<file path="src/design/rpf_pkg.sv">
// ----------------------------------------------------------------------------
// rpf_pkg
// Shared types and constants for the packet framer: the preamble bytes,
// the operation codes and the burst of frame bytes that one item produces.
// ----------------------------------------------------------------------------
package rpf_pkg;

  localparam logic [7:0] SYNC_A    = 8'hFF;
  localparam logic [7:0] SYNC_B    = 8'h00;
  localparam logic [7:0] SYNC_LEAD = 8'hA5;

  localparam logic OP_START = 1'b0;
  localparam logic OP_DATA  = 1'b1;

  localparam int BURST_MAX = 11;
  localparam int CNT_W     = $clog2(BURST_MAX + 1);

  typedef struct packed {
    logic [7:0] data;
    logic       last;
  } beat_t;

  typedef struct packed {
    logic [CNT_W-1:0]             count;
    beat_t [BURST_MAX-1:0]        beats;
  } burst_t;

  typedef struct packed {
    logic       frame_open;
    logic [7:0] bytes_remaining;
  } status_t;

endpackage

</file>
<file path="src/design/rs485_packet_framer_unit.sv">
// ----------------------------------------------------------------------------
// rs485_packet_framer_unit
// Serial frame builder: preamble, five header bytes, payload and a 16-bit
// sum, one frame byte per output transfer.
// ----------------------------------------------------------------------------
// A payload item is taken every cycle while the output takes every byte, and
// its byte appears on the output the cycle after it is accepted. A start item
// produces 9 bytes (11 when the length is zero) and the last payload item 3,
// so the input waits for those bursts to drain: an item is accepted once the
// output shift register holds no byte, or holds one that leaves in the same
// cycle. Payload items with no open frame are consumed and give no output.
module rs485_packet_framer_unit (
  input  logic        clk,
  input  logic        rst,
  input  logic        s_tvalid,
  output logic        s_tready,
  // protocol_id, dest_addr, src_addr, command_code, payload_length, payload_byte
  input  logic [47:0] s_tdata,
  // op
  input  logic [0:0]  s_tuser,
  output logic        m_tvalid,
  input  logic        m_tready,
  // out_byte
  output logic [7:0]  m_tdata,
  output logic        m_tlast
);

  rpf_pkg::burst_t          burst;
  rpf_pkg::status_t         status;
  logic                     s_take;
  logic                     room;
  logic [rpf_pkg::CNT_W-1:0] level;

  assign s_tready = room;
  assign s_take   = s_tvalid && s_tready;

  rpf_frame_builder u_builder (
    .clk            (clk),
    .rst            (rst),
    .accept         (s_take),
    .op             (s_tuser[0]),
    .protocol_id    (s_tdata[7:0]),
    .dest_addr      (s_tdata[15:8]),
    .src_addr       (s_tdata[23:16]),
    .command_code   (s_tdata[31:24]),
    .payload_length (s_tdata[39:32]),
    .payload_byte   (s_tdata[47:40]),
    .burst          (burst),
    .status         (status)
  );

  rpf_byte_emitter u_emitter (
    .clk      (clk),
    .rst      (rst),
    .load     (s_take && (burst.count != '0)),
    .burst    (burst),
    .room     (room),
    .level    (level),
    .m_tvalid (m_tvalid),
    .m_tready (m_tready),
    .m_tdata  (m_tdata),
    .m_tlast  (m_tlast)
  );

`ifndef SYNTHESIS
  // a start item always opens its burst with the first sync byte
  a_start_sync: assert property (@(posedge clk) disable iff (rst)
    s_take && (s_tuser[0] == rpf_pkg::OP_START)
    |=> m_tvalid && (m_tdata == rpf_pkg::SYNC_A) && (level != '0))
    else $error("start item did not begin with sync byte");

  // a payload item in an open frame yields a byte
  a_data_emits: assert property (@(posedge clk) disable iff (rst)
    s_take && (s_tuser[0] == rpf_pkg::OP_DATA) && status.frame_open |=> m_tvalid)
    else $error("payload item in open frame produced no byte");

  // the frame is closed whenever its final byte is on the output
  a_last_closed: assert property (@(posedge clk) disable iff (rst)
    m_tvalid && m_tlast |-> !status.frame_open)
    else $error("frame still open on last byte");

  // an open frame always expects at least one more payload byte
  a_open_remaining: assert property (@(posedge clk) disable iff (rst)
    status.frame_open |-> (status.bytes_remaining != 8'd0))
    else $error("open frame with no payload bytes remaining");
`endif

endmodule

</file>
<file path="src/design/rpf_frame_builder.sv">
// ----------------------------------------------------------------------------
// rpf_frame_builder
// Holds the frame state (running sum, bytes remaining, open flag) and turns
// one accepted item into the burst of frame bytes that it causes.
// ----------------------------------------------------------------------------
module rpf_frame_builder (
  input  logic                clk,
  input  logic                rst,
  input  logic                accept,
  input  logic                op,
  input  logic [7:0]          protocol_id,
  input  logic [7:0]          dest_addr,
  input  logic [7:0]          src_addr,
  input  logic [7:0]          command_code,
  input  logic [7:0]          payload_length,
  input  logic [7:0]          payload_byte,
  output rpf_pkg::burst_t     burst,
  output rpf_pkg::status_t    status
);

  logic [15:0] running_sum;
  logic [15:0] running_sum_next;
  logic [7:0]  bytes_remaining;
  logic [7:0]  bytes_remaining_next;
  logic        frame_open;
  logic        frame_open_next;

  logic [15:0] hdr_sum;
  logic [15:0] data_sum;
  logic [7:0]  rem_dec;

  assign hdr_sum = 16'({8'h00, rpf_pkg::SYNC_LEAD}) + 16'({8'h00, protocol_id})
                 + 16'({8'h00, dest_addr}) + 16'({8'h00, src_addr})
                 + 16'({8'h00, command_code}) + 16'({8'h00, payload_length});
  assign data_sum = running_sum + 16'({8'h00, payload_byte});
  assign rem_dec  = bytes_remaining - 8'd1;

  always_comb begin
    burst                = '0;
    running_sum_next     = running_sum;
    bytes_remaining_next = bytes_remaining;
    frame_open_next      = frame_open;
    if (op == rpf_pkg::OP_START) begin
      burst.beats[0] = '{data: rpf_pkg::SYNC_A,    last: 1'b0};
      burst.beats[1] = '{data: rpf_pkg::SYNC_B,    last: 1'b0};
      burst.beats[2] = '{data: rpf_pkg::SYNC_A,    last: 1'b0};
      burst.beats[3] = '{data: rpf_pkg::SYNC_LEAD, last: 1'b0};
      burst.beats[4] = '{data: protocol_id,        last: 1'b0};
      burst.beats[5] = '{data: dest_addr,          last: 1'b0};
      burst.beats[6] = '{data: src_addr,           last: 1'b0};
      burst.beats[7] = '{data: command_code,       last: 1'b0};
      burst.beats[8] = '{data: payload_length,     last: 1'b0};
      if (payload_length == 8'd0) begin
        burst.beats[9]       = '{data: hdr_sum[15:8], last: 1'b0};
        burst.beats[10]      = '{data: hdr_sum[7:0],  last: 1'b1};
        burst.count          = rpf_pkg::CNT_W'(11);
        running_sum_next     = 16'd0;
        bytes_remaining_next = 8'd0;
        frame_open_next      = 1'b0;
      end else begin
        burst.count          = rpf_pkg::CNT_W'(9);
        running_sum_next     = hdr_sum;
        bytes_remaining_next = payload_length;
        frame_open_next      = 1'b1;
      end
    end else if (frame_open) begin
      burst.beats[0] = '{data: payload_byte, last: 1'b0};
      if (rem_dec == 8'd0) begin
        burst.beats[1]       = '{data: data_sum[15:8], last: 1'b0};
        burst.beats[2]       = '{data: data_sum[7:0],  last: 1'b1};
        burst.count          = rpf_pkg::CNT_W'(3);
        running_sum_next     = 16'd0;
        bytes_remaining_next = 8'd0;
        frame_open_next      = 1'b0;
      end else begin
        burst.count          = rpf_pkg::CNT_W'(1);
        running_sum_next     = data_sum;
        bytes_remaining_next = rem_dec;
      end
    end
  end

  always_ff @(posedge clk) begin
    if (rst) begin
      running_sum     <= 16'd0;
      bytes_remaining <= 8'd0;
      frame_open      <= 1'b0;
    end else if (accept) begin
      running_sum     <= running_sum_next;
      bytes_remaining <= bytes_remaining_next;
      frame_open      <= frame_open_next;
    end
  end

  assign status.frame_open      = frame_open;
  assign status.bytes_remaining = bytes_remaining;

endmodule

</file>
<file path="src/design/rpf_byte_emitter.sv">
// ----------------------------------------------------------------------------
// rpf_byte_emitter
// Result register: a shift line of frame bytes, loaded with a whole burst
// and drained one byte per output transfer.
// ----------------------------------------------------------------------------
module rpf_byte_emitter (
  input  logic                         clk,
  input  logic                         rst,
  input  logic                         load,
  input  rpf_pkg::burst_t              burst,
  output logic                         room,
  output logic [rpf_pkg::CNT_W-1:0]    level,
  output logic                         m_tvalid,
  input  logic                         m_tready,
  output logic [7:0]                   m_tdata,
  output logic                         m_tlast
);

  rpf_pkg::beat_t [rpf_pkg::BURST_MAX-1:0] beats;
  logic [rpf_pkg::CNT_W-1:0]               count;
  logic                                    take;

  assign take     = m_tvalid && m_tready;
  assign m_tvalid = (count != '0);
  assign m_tdata  = beats[0].data;
  assign m_tlast  = beats[0].last;
  assign room     = (count == '0) || ((count == rpf_pkg::CNT_W'(1)) && m_tready);
  assign level    = count;

  always_ff @(posedge clk) begin
    if (rst) begin
      count <= '0;
    end else if (load) begin
      count <= burst.count;
    end else if (take) begin
      count <= count - rpf_pkg::CNT_W'(1);
    end
  end

  always_ff @(posedge clk) begin
    if (load) begin
      beats <= burst.beats;
    end else if (take) begin
      for (int i = 0; i < rpf_pkg::BURST_MAX - 1; i++) begin
        beats[i] <= beats[i+1];
      end
      beats[rpf_pkg::BURST_MAX-1] <= '0;
    end
  end

endmodule

</file>
<file path="config.mk">
export PLATFORM = sky130hd
export DESIGN_NAME = rs485_packet_framer_unit
export DESIGN_NICKNAME = d
export VERILOG_FILES = /design/src/design/rpf_pkg.sv /design/src/design/rs485_packet_framer_unit.sv /design/src/design/rpf_frame_builder.sv /design/src/design/rpf_byte_emitter.sv
export SDC_FILE = /design/constraint.sdc
export NUM_CORES = 1
export LEC_CHECK = 0
export ABC_CLOCK_PERIOD_IN_PS = 10400
export BUFFER_PORTS_ARGS = -buffer_cell sky130_fd_sc_hd__buf_2
export CAP_MARGIN = 20
export CORE_UTILIZATION = 65
export CTS_CLUSTER_DIAMETER = 30
export DETAILED_ROUTE_END_ITERATION = 10
export PLACE_DENSITY = 0.95
export SKIP_LAST_GASP = 1
export SLEW_MARGIN = 0
export SYNTH_ARGS = -nofsm -noshare
export SYNTH_HDL_FRONTEND = slang
export SYNTH_SLANG_ARGS = --single-unit
</file>
<file path="constraint.sdc">
create_clock -name clk -period 10.4 [get_ports clk]
set_input_delay 0.52 -clock clk [delete_from_list [all_inputs] [get_ports clk]]
set_output_delay 0.52 -clock clk [all_outputs]
set_load 0.05 [all_outputs]
</file>
Yosys cells after proc, flatten, opt, wreduce, memory -nomap -nowiden. Cells that the tools add are included.

Bits in registers: 128. Latch bits: 0. Memory bits (writable): 0. Bits in read-only memories: 0. Bits of input ports: 53. Output and inout port bits: 11. Logic and storage cells: 73. Memories kept: 0.

Add/subtract/negate cells: 8. Multipliers: 0. Div/mod/pow operators: 0. Order comparisons: 0. Eq/ne operators: 2. Shifts and indexed selects: 0. Mux-type cells: 25. Bitwise gates (word level): 0. Reduce and logical (&&, ||, !) cells: 12.

Operator list (number): 99-bit 2-to-1 mux (2); 16-bit by 8-bit adder with 16-bit output (5); 72-bit 2-to-1 mux (1); 16-bit 2-to-1 mux (4); 27-bit 2-to-1 mux (2); 18-bit 2-to-1 mux (2); 8-bit 2-to-1 mux (4); 8-bit logical NOT (2); 4-bit 2-to-1 mux (4); 8-bit by 8-bit adder with 9-bit output, first input constant (1); 4-bit nonzero test (2); 8-bit by 1-bit subtractor with 8-bit output, second input constant (1); 4-bit by 1-bit == test with 1-bit output, second input constant (1); 1-bit logical AND (4); 4-bit logical NOT (1); 1-bit 2-to-1 mux (4); 2-bit 2-to-1 mux (2); 4-bit by 1-bit subtractor with 4-bit output, second input constant (1); 2-bit by 1-bit != test with 1-bit output, second input constant (1); 2-bit AND reduction (1); 2-bit nonzero test (1); 1-bit logical OR (1).

Longest topological paths before layout. Gate-level depths: netlist of the first run.

Depth in word-level cells: 8. Mapped depth: 16. Gate-level depth less buffers: 16.

Cells and area by module. A second synthesis of the first run with hierarchy kept.

Cells, all modules: 733. Area total of the unflattened synthesis: 7935.1 sq um.

Modules (own cells, without submodules): rpf_byte_emitter (times used 1, cells each 253, area an instance 4460.5 sq um, sequential area each 3052.9 sq um); rpf_frame_builder (times used 1, cells each 478, area an instance 3457.1 sq um, sequential area each 500.5 sq um); rs485_packet_framer_unit (times used 1, cells each 2, area an instance 17.5 sq um, sequential area each 0.0 sq um).

Least setup slack after synthesis of the first run. Ideal clock, no wire load.

Kind: in2reg. From: in s_tdata[0]. To: reg u_builder.running_sum[8]. Library setup time: 0.074 ns. Arrival time: 4.090 ns. Data required time: 10.326 ns. Path slack: 6.236 ns. Stages on the path: 16. Path buffers: 0. Cells stage by stage: ha_1 o21a_1 a21oi_1 xnor2_1 fa_1 fa_1 inv_1 fa_1 inv_1 ha_1 o21ai_0 a21boi_0 o21ai_0 xor2_1 or3_1 a31oi_1.

Cells in the longest elaborated chain, start to end: 7.

RTL lines: start: declaration (RTL line rs485_packet_framer_unit.sv:18) `input logic [47:0] s_tdata,`; 8-bit by 8-bit adder with 9-bit output (RTL line rpf_frame_builder.sv:32) `assign hdr_sum = 16'({8'h00, rpf_pkg::SYNC_LEAD}) + 16'({8'h00, protocol_id})`; 16-bit by 8-bit adder with 16-bit output (2 in series) (RTL line rpf_frame_builder.sv:33) `+ 16'({8'h00, dest_addr}) + 16'({8'h00, src_addr})`; 16-bit by 8-bit adder with 16-bit output (2 in series) (RTL line rpf_frame_builder.sv:34) `+ 16'({8'h00, command_code}) + 16'({8'h00, payload_length});`; 16-bit 2-to-1 mux (RTL line rpf_frame_builder.sv:53) `if (payload_length == 8'd0) begin`; 16-bit 2-to-1 mux (RTL line rpf_frame_builder.sv:43) `if (op == rpf_pkg::OP_START) begin`; end signal: assignment (RTL line rpf_frame_builder.sv:89) `running_sum <= running_sum_next;`; end: declaration (RTL line rpf_frame_builder.sv:21) `logic [15:0] running_sum;`.

No other way between the ends. A chain may end at the register's enable or synchronous reset.

Worst setup path in the final report of the first run. Same ends and word-level chain as after synthesis.

==> results of run 1 <==
synth_stat cells, drive strengths merged (2+ instances only):
cell | number | area (µm²)
nand3 | 9 | 50.1
nor3 | 13 | 81.3
or3 | 4 | 25.0
xnor2 | 25 | 219
o22a | 8 | 70.1
a211oi | 7 | 52.6
nor2 | 45 | 171
fa | 25 | 500
clkbuf | 16 | 61.3
o2111ai | 2 | 17.5
and3 | 5 | 31.3
nor4 | 5 | 46.3
o21ai | 44 | 220
o21a | 3 | 22.5
o21bai | 6 | 45.0
nand2 | 67 | 254
dfxtp | 29 | 581
nand2b | 4 | 25.0
edfxtp | 99 | 2970
a21oi | 40 | 200
xor2 | 8 | 85.1
ha | 26 | 325
a22oi | 4 | 30.0
a221oi | 2 | 17.5
o22ai | 4 | 25.0
buf | 23 | 136
inv | 45 | 169
a31oi | 9 | 77.6
a22o | 29 | 254
or2 | 3 | 21.3
a21o | 5 | 37.5
and2 | 6 | 37.5
o31ai | 3 | 22.5
nor2b | 20 | 125
state kept, by name, indices dropped and copies added (netlist names):
register	flops
u_emitter.beats	90
u_builder.running_sum	16
u_builder.bytes_remaining	8
u_emitter.m_tdata	8
u_emitter.level	4
u_builder.frame_open	1
u_emitter.m_tlast	1
layout make-up:
class / instances / area, µm² / share of cell area
tap: 136 / 170 / 0.0210
sequential: 128 / 3550 / 0.439
clock buffer: 17 / 414 / 0.0512
timing repair buffer: 67 / 345 / 0.0427
inverter: 45 / 169 / 0.0209
multi-input combinational: 447 / 3270 / 0.404
clock inverter: 15 / 173 / 0.0213
stage by stage:
| step | area [µm²] | setup WS [ns] | hold WS [ns] |
|---|---|---|---|
| finish | 8090 | 6.24 | 0.311 |
| floorplan | 7170 | 6.24 | 0.451 |
| CTS | 8090 | 6.29 | 0.299 |
| global placement | 7510 | 5.89 | 0.467 |
| global route | 8090 | 6.05 | 0.315 |
| detailed placement | 7510 | 5.80 | 0.474 |
cell families (layout without fill, tap and decap cells):
logic type	Yosys count	in the layout	synth area share
simple gates	187	187	0.128
buf+inv	84	144	0.0511
fa+ha+maj	51	51	0.115
flops	128	128	0.496
compound gates	176	176	0.168
xor+xnor	33	33	0.0424
layer usage:
metal / up-vias / track usage / wire [µm]
li1: 2453 / - / -
met1: 2691 / 0.390 / 6290
met2: 418 / 0.566 / 9080
met3: 88 / 0.0839 / 1750
met4: 0 / 0.163 / 850
met5: - / 0 / 0
power by group:
part | total (W) | switching [W] | internal, W
clock | 0.000596 | 0.000248 | 0.000349
combinational | 0.00101 | 0.000663 | 0.000349
sequential | 0.000981 | 0.0000923 | 0.000888
worst paths after layout:
kind                              from                        end  slack (ns)  cells after the start
max                         s_tdata[0]   u_builder.running_sum[8]        6.24                     17
min                        s_tdata[40]       u_emitter.m_tdata[0]        0.31                      2
max reg2reg         u_emitter.level[1]  u_builder.running_sum[12]        7.06                      8
min reg2reg  u_builder.running_sum[15]  u_builder.running_sum[15]        0.48                      1
critical path, cell delays in order:
cell      delay, ns
buf_2          0.14
ha_1           0.23
o21a_1         0.22
a21oi_1        0.28
xnor2_1        0.18
fa_1           0.50
fa_1           0.52
inv_1          0.06
fa_1           0.49
inv_1          0.04
ha_1           0.36
o21ai_0        0.11
a21boi_0       0.17
o21ai_0        0.14
xor2_1         0.17
or3_1          0.36
a31oi_1        0.12
==> metrics, run 1 <==
clock-pin transition on the worst setup and hold timing paths ~0.060 ns; Root Buffer clkbuf_8; Inst Count DP ~800; detailed placement HPWL about 12000 µm; Tmin final around 4.2 ns; clock buffer count from CTS 17; wire per inst about 21 µm; critical path endpoint category flop; Post-CTS Setup Inserts 0; max-slew violation count 0; Post-synth EDFFs 99; Detailed Route WL between 15000 and 20000 µm; fmax about 0.24 GHz; pin count of the biggest net entering global routing between 70 and 80; first-pass GRT wire length between 20000 and 30000 µm; Avg Cell Area, Syn 10.9 µm²; Remaining DRCs 0; Die H about 110 µm; Initial Util 0.682; gr usage total 0.332; post-route core utilization 0.770; Initial DRC Count a little under 600; Synth Warn # 0; sequential share of the synthesized area 0.496; endpoints failing hold 0; clk buf depth 2; Leak approximately 3.3 nW; Core Area between 10000 and 15000 µm²; # IOs between 60 and 70; commonest cells after routing, fill and taps aside 99 x edfxtp_1, 65 x nand2_1, 63 x buf_2; fin nets just over 800; synth-to-layout area growth 12.9%; WS Path Type primary input to flop; Critical Path RT roughly 11 ns; Die Area about 11000 µm²; commonest non-fill, non-tap cell in the layout edfxtp_1; Resize count post-CTS 0; Critical Path Start Type primary input; worst min path class primary input to flop; Top FF cell, synth edfxtp_1; Vias 5650; Antenna diodes 0; vias in the first global route 5697; Die W around 110 µm; H-tree Lvls 4; Synth Cell Area roughly 7200 µm²; clk sinks 128; Max VDD drop ~0.21 mV; register bit total from synthesis 128; TritonCTS clock tree done; vias per cell roughly 6.6; Max-Cap Viols 0; status complete, no violations; Clk Latency, worst-skew pair 0.53 ns; initial antenna violation count 0; port bufs 63; fillers about 580; fraction of layout cells with a size suffix above 1 0.160; DR pass1 iterations 6; Final Non-Filler Cells roughly 860; critical path fanouts, max 5; # hold bufs at CTS 0; Final Skew between 0.006 and 0.007 ns; period utilization 0.400; Placer Congestion around 0.9; post-layout power roughly 0.0026 W; Worst-Margin Slew just over 0.9 ns; Setup TNS 0 ns; ANT nets after route 0; Slew headroom 0.379; Cells after Synth between 600 and 700; Cell variety after synth between 60 and 70; RSZ-0062 raised after global routing no; Finish-stage setup viols 0; Net Count, Synth around 760; P per Cell Area roughly 320 nW/µm²; row count 37; grt total ovfl 0; Worst Path Arrival roughly 4.6 ns; async set-reset flop share out of synthesis 0
Power figures use the tool's default switching activity.
==> run 2: changes to the inputs <==
--- a/config.mk
+++ b/config.mk
@@ -5,13 +5,13 @@
 export SDC_FILE = /design/constraint.sdc
 export NUM_CORES = 1
 export LEC_CHECK = 0
-export ABC_CLOCK_PERIOD_IN_PS = 10400
+export ABC_CLOCK_PERIOD_IN_PS = 4090
 export BUFFER_PORTS_ARGS = -buffer_cell sky130_fd_sc_hd__buf_2
 export CAP_MARGIN = 20
-export CORE_UTILIZATION = 65
+export CORE_UTILIZATION = 60
 export CTS_CLUSTER_DIAMETER = 30
 export DETAILED_ROUTE_END_ITERATION = 10
-export PLACE_DENSITY = 0.95
+export PLACE_DENSITY = 0.9
 export SKIP_LAST_GASP = 1
 export SLEW_MARGIN = 0
 export SYNTH_ARGS = -nofsm -noshare
==> constraint.sdc (replaced) <==
create_clock -name clk -period 4.09 [get_ports clk]
set_input_delay 0.2045 -clock clk [delete_from_list [all_inputs] [get_ports clk]]
set_output_delay 0.2045 -clock clk [all_outputs]
set_load 0.05 [all_outputs]
==> metrics, run 2 (same netlist as run 1, synthesis figures left out) <==
Critical-path top delay cell fa_1; clock-pin transition on the worst setup and hold timing paths around 0.06 ns; failing checks design-rule violations; Tmin final approximately 3.8 ns; Placer Congestion roughly 0.9; Post-CTS Setup Inserts 0; Finish-stage setup viols 0; Max-Cap Viols 0; fmax about 0.26 GHz; Worst Path Arrival 4.18 ns; worst min path class primary input to flop; DR pass1 iterations 8; Slew headroom 0.386; Die Area ~12000 µm²; commonest non-fill, non-tap cell in the layout edfxtp_1; FF-to-FF setup slack around 0.74 ns; clk buf depth 2; slowest cell delay on critical path about 0.52 ns; post-route core utilization 0.707; CP Cell Sequence buf_2, ha_1, o21a_1, a21oi_1, xnor2_1, fa_1, fa_1, inv_1, fa_1, inv_1, ha_1, o21ai_0, a21boi_0, o21ai_1, xor2_1, or3_1, a31oi_1; Antenna diodes 0; synth-to-layout area growth 13.5%; Die H 111 µm; Initial DRC Count 536; Root Buffer clkbuf_16; row count 39; critical path fanouts, max 5; Initial Util 0.623; Biggest register u_emitter.beats; P per Cell Area approximately 800 nW/µm²; fraction of layout cells with a size suffix above 1 0.156; commonest cells after routing, fill and taps aside 99 x edfxtp_1, 65 x nand2_1, 63 x buf_2; WS Path Type primary input to flop; CP most frequent cell fa_1; Clk Latency, worst-skew pair around 0.43 ns; Hold WS 0.0930 ns; fin nets approximately 800; clk sinks 128; Worst-Margin Slew a little over 0.9 ns; endpoints failing hold 0; Vias 5404; biggest regs u_emitter.beats x90, u_builder.running_sum x16; vias per cell slightly above 6; grt total ovfl 0; Critical Path RT 4.44 ns; pin count of the biggest net entering global routing just over 100; gr usage total 0.290; Leak between 3 and 4 nW; vias in the first global route roughly 5400; Critical Path Start Type primary input; Multi-input gate area approximately 3300 µm²; Core Area ~12000 µm²; Final Skew between 0.01 and 0.015 ns; ANT nets after route 0; critical path endpoint category flop; Die W roughly 110 µm; Detailed Route WL roughly 17000 µm; Max VDD drop 0.486 mV; first-pass GRT wire length 27200 µm; max-slew violation count 0; TritonCTS clock tree done; # IOs 64; port bufs 63; Remaining DRCs 10; Final Non-Filler Cells 867; H-tree Lvls 4; clock buffer count from CTS 17; Inst Count DP 835; Setup TNS 0 ns; detailed placement HPWL between 10000 and 15000 µm; RSZ-0062 raised after global routing no; Largest register FFs 90; fillers 760; period utilization 0.935; initial antenna violation count 0; status finished with violations; FF/Latch Area 3550 µm²; wire per inst a little under 20 µm
-- run 2: cell count changes in the layout (fill, tap and decap cells not counted) --
cell,change
clkinv_2,+1
clkinvlp_4,-3
inv_6,-4
clkbuf_8,+2
buf_12,+1
o21ai_0,-1
inv_8,-3
clkinv_1,+2
clkbuf_1,+5
o21ai_1,+1
clkbuf_16,+1
buf_4,+4
clkinv_4,-1
-- run 2: path summary, 6_finish.rpt --
check,from,to,depth (start not counted)
max reg2reg,u_emitter.level[1],u_builder.running_sum[12],8
min reg2reg,u_builder.running_sum[15],u_builder.running_sum[15],1
max,s_tdata[0],u_builder.running_sum[8],17
min,s_tdata[45],u_emitter.m_tdata[5],2
-- run 2: worst max-delay path: cells and delay by family --
family	cells	cell delay, ns
and+or+nand+nor	1	0.34
xor gates and xnor gates	2	0.32
adders and majority gates	5	2.06
buffers and inverters	3	0.20
AOI/OAI and AO/OA	6	1.03
-- run 2: what timing repair did --
item,4_1_cts,5_1_grt
gates resized for setup,0,1
setup endpoints to repair,0,1
hold buffers,0,0
-- run 2: per-stage QoR --
stage	power (W)	instance area (µm²)	setup slack [ns]
2_1_floorplan	0.00441	7170	0.132
3_3_place_gp	0.00488	7570	-0.0725
3_5_place_dp	0.00501	7570	-0.164
4_1_cts	0.00651	8140	0.245
5_1_grt	0.00687	8140	0.0360
6_report	0.00653	8140	0.267
-- run 2: cell type report --
cell class,instances,area share
inverters,45,0.0208
well taps,143,0.0220
clock inverters,7,0.0105
multi-input cells,447,0.402
repair buffers,72,0.0486
clock buffers,25,0.0597
flip-flops and latches,128,0.437
-- run 2: routing by layer --
metal,global-route usage,vias to the layer above,part of all wire
met4,0.153,0,0.040
met3,0.0672,54,0.080
met1,0.349,2614,0.38
met5,0,-,0
met2,0.488,275,0.50
li1,-,2461,-
-- run 2: report_power, final --
| part | total, W | internal [W] | switching (W) | leakage [nW] |
|---|---|---|---|---|
| Sequential | 0.00248 | 0.00226 | 0.000229 | 1.19 |
| Combinational | 0.00257 | 0.000924 | 0.00165 | 1.82 |
| Clock | 0.00147 | 0.000938 | 0.000534 | 0.278 |
| Total | 0.00653 | 0.00412 | 0.00241 | 3.29 |
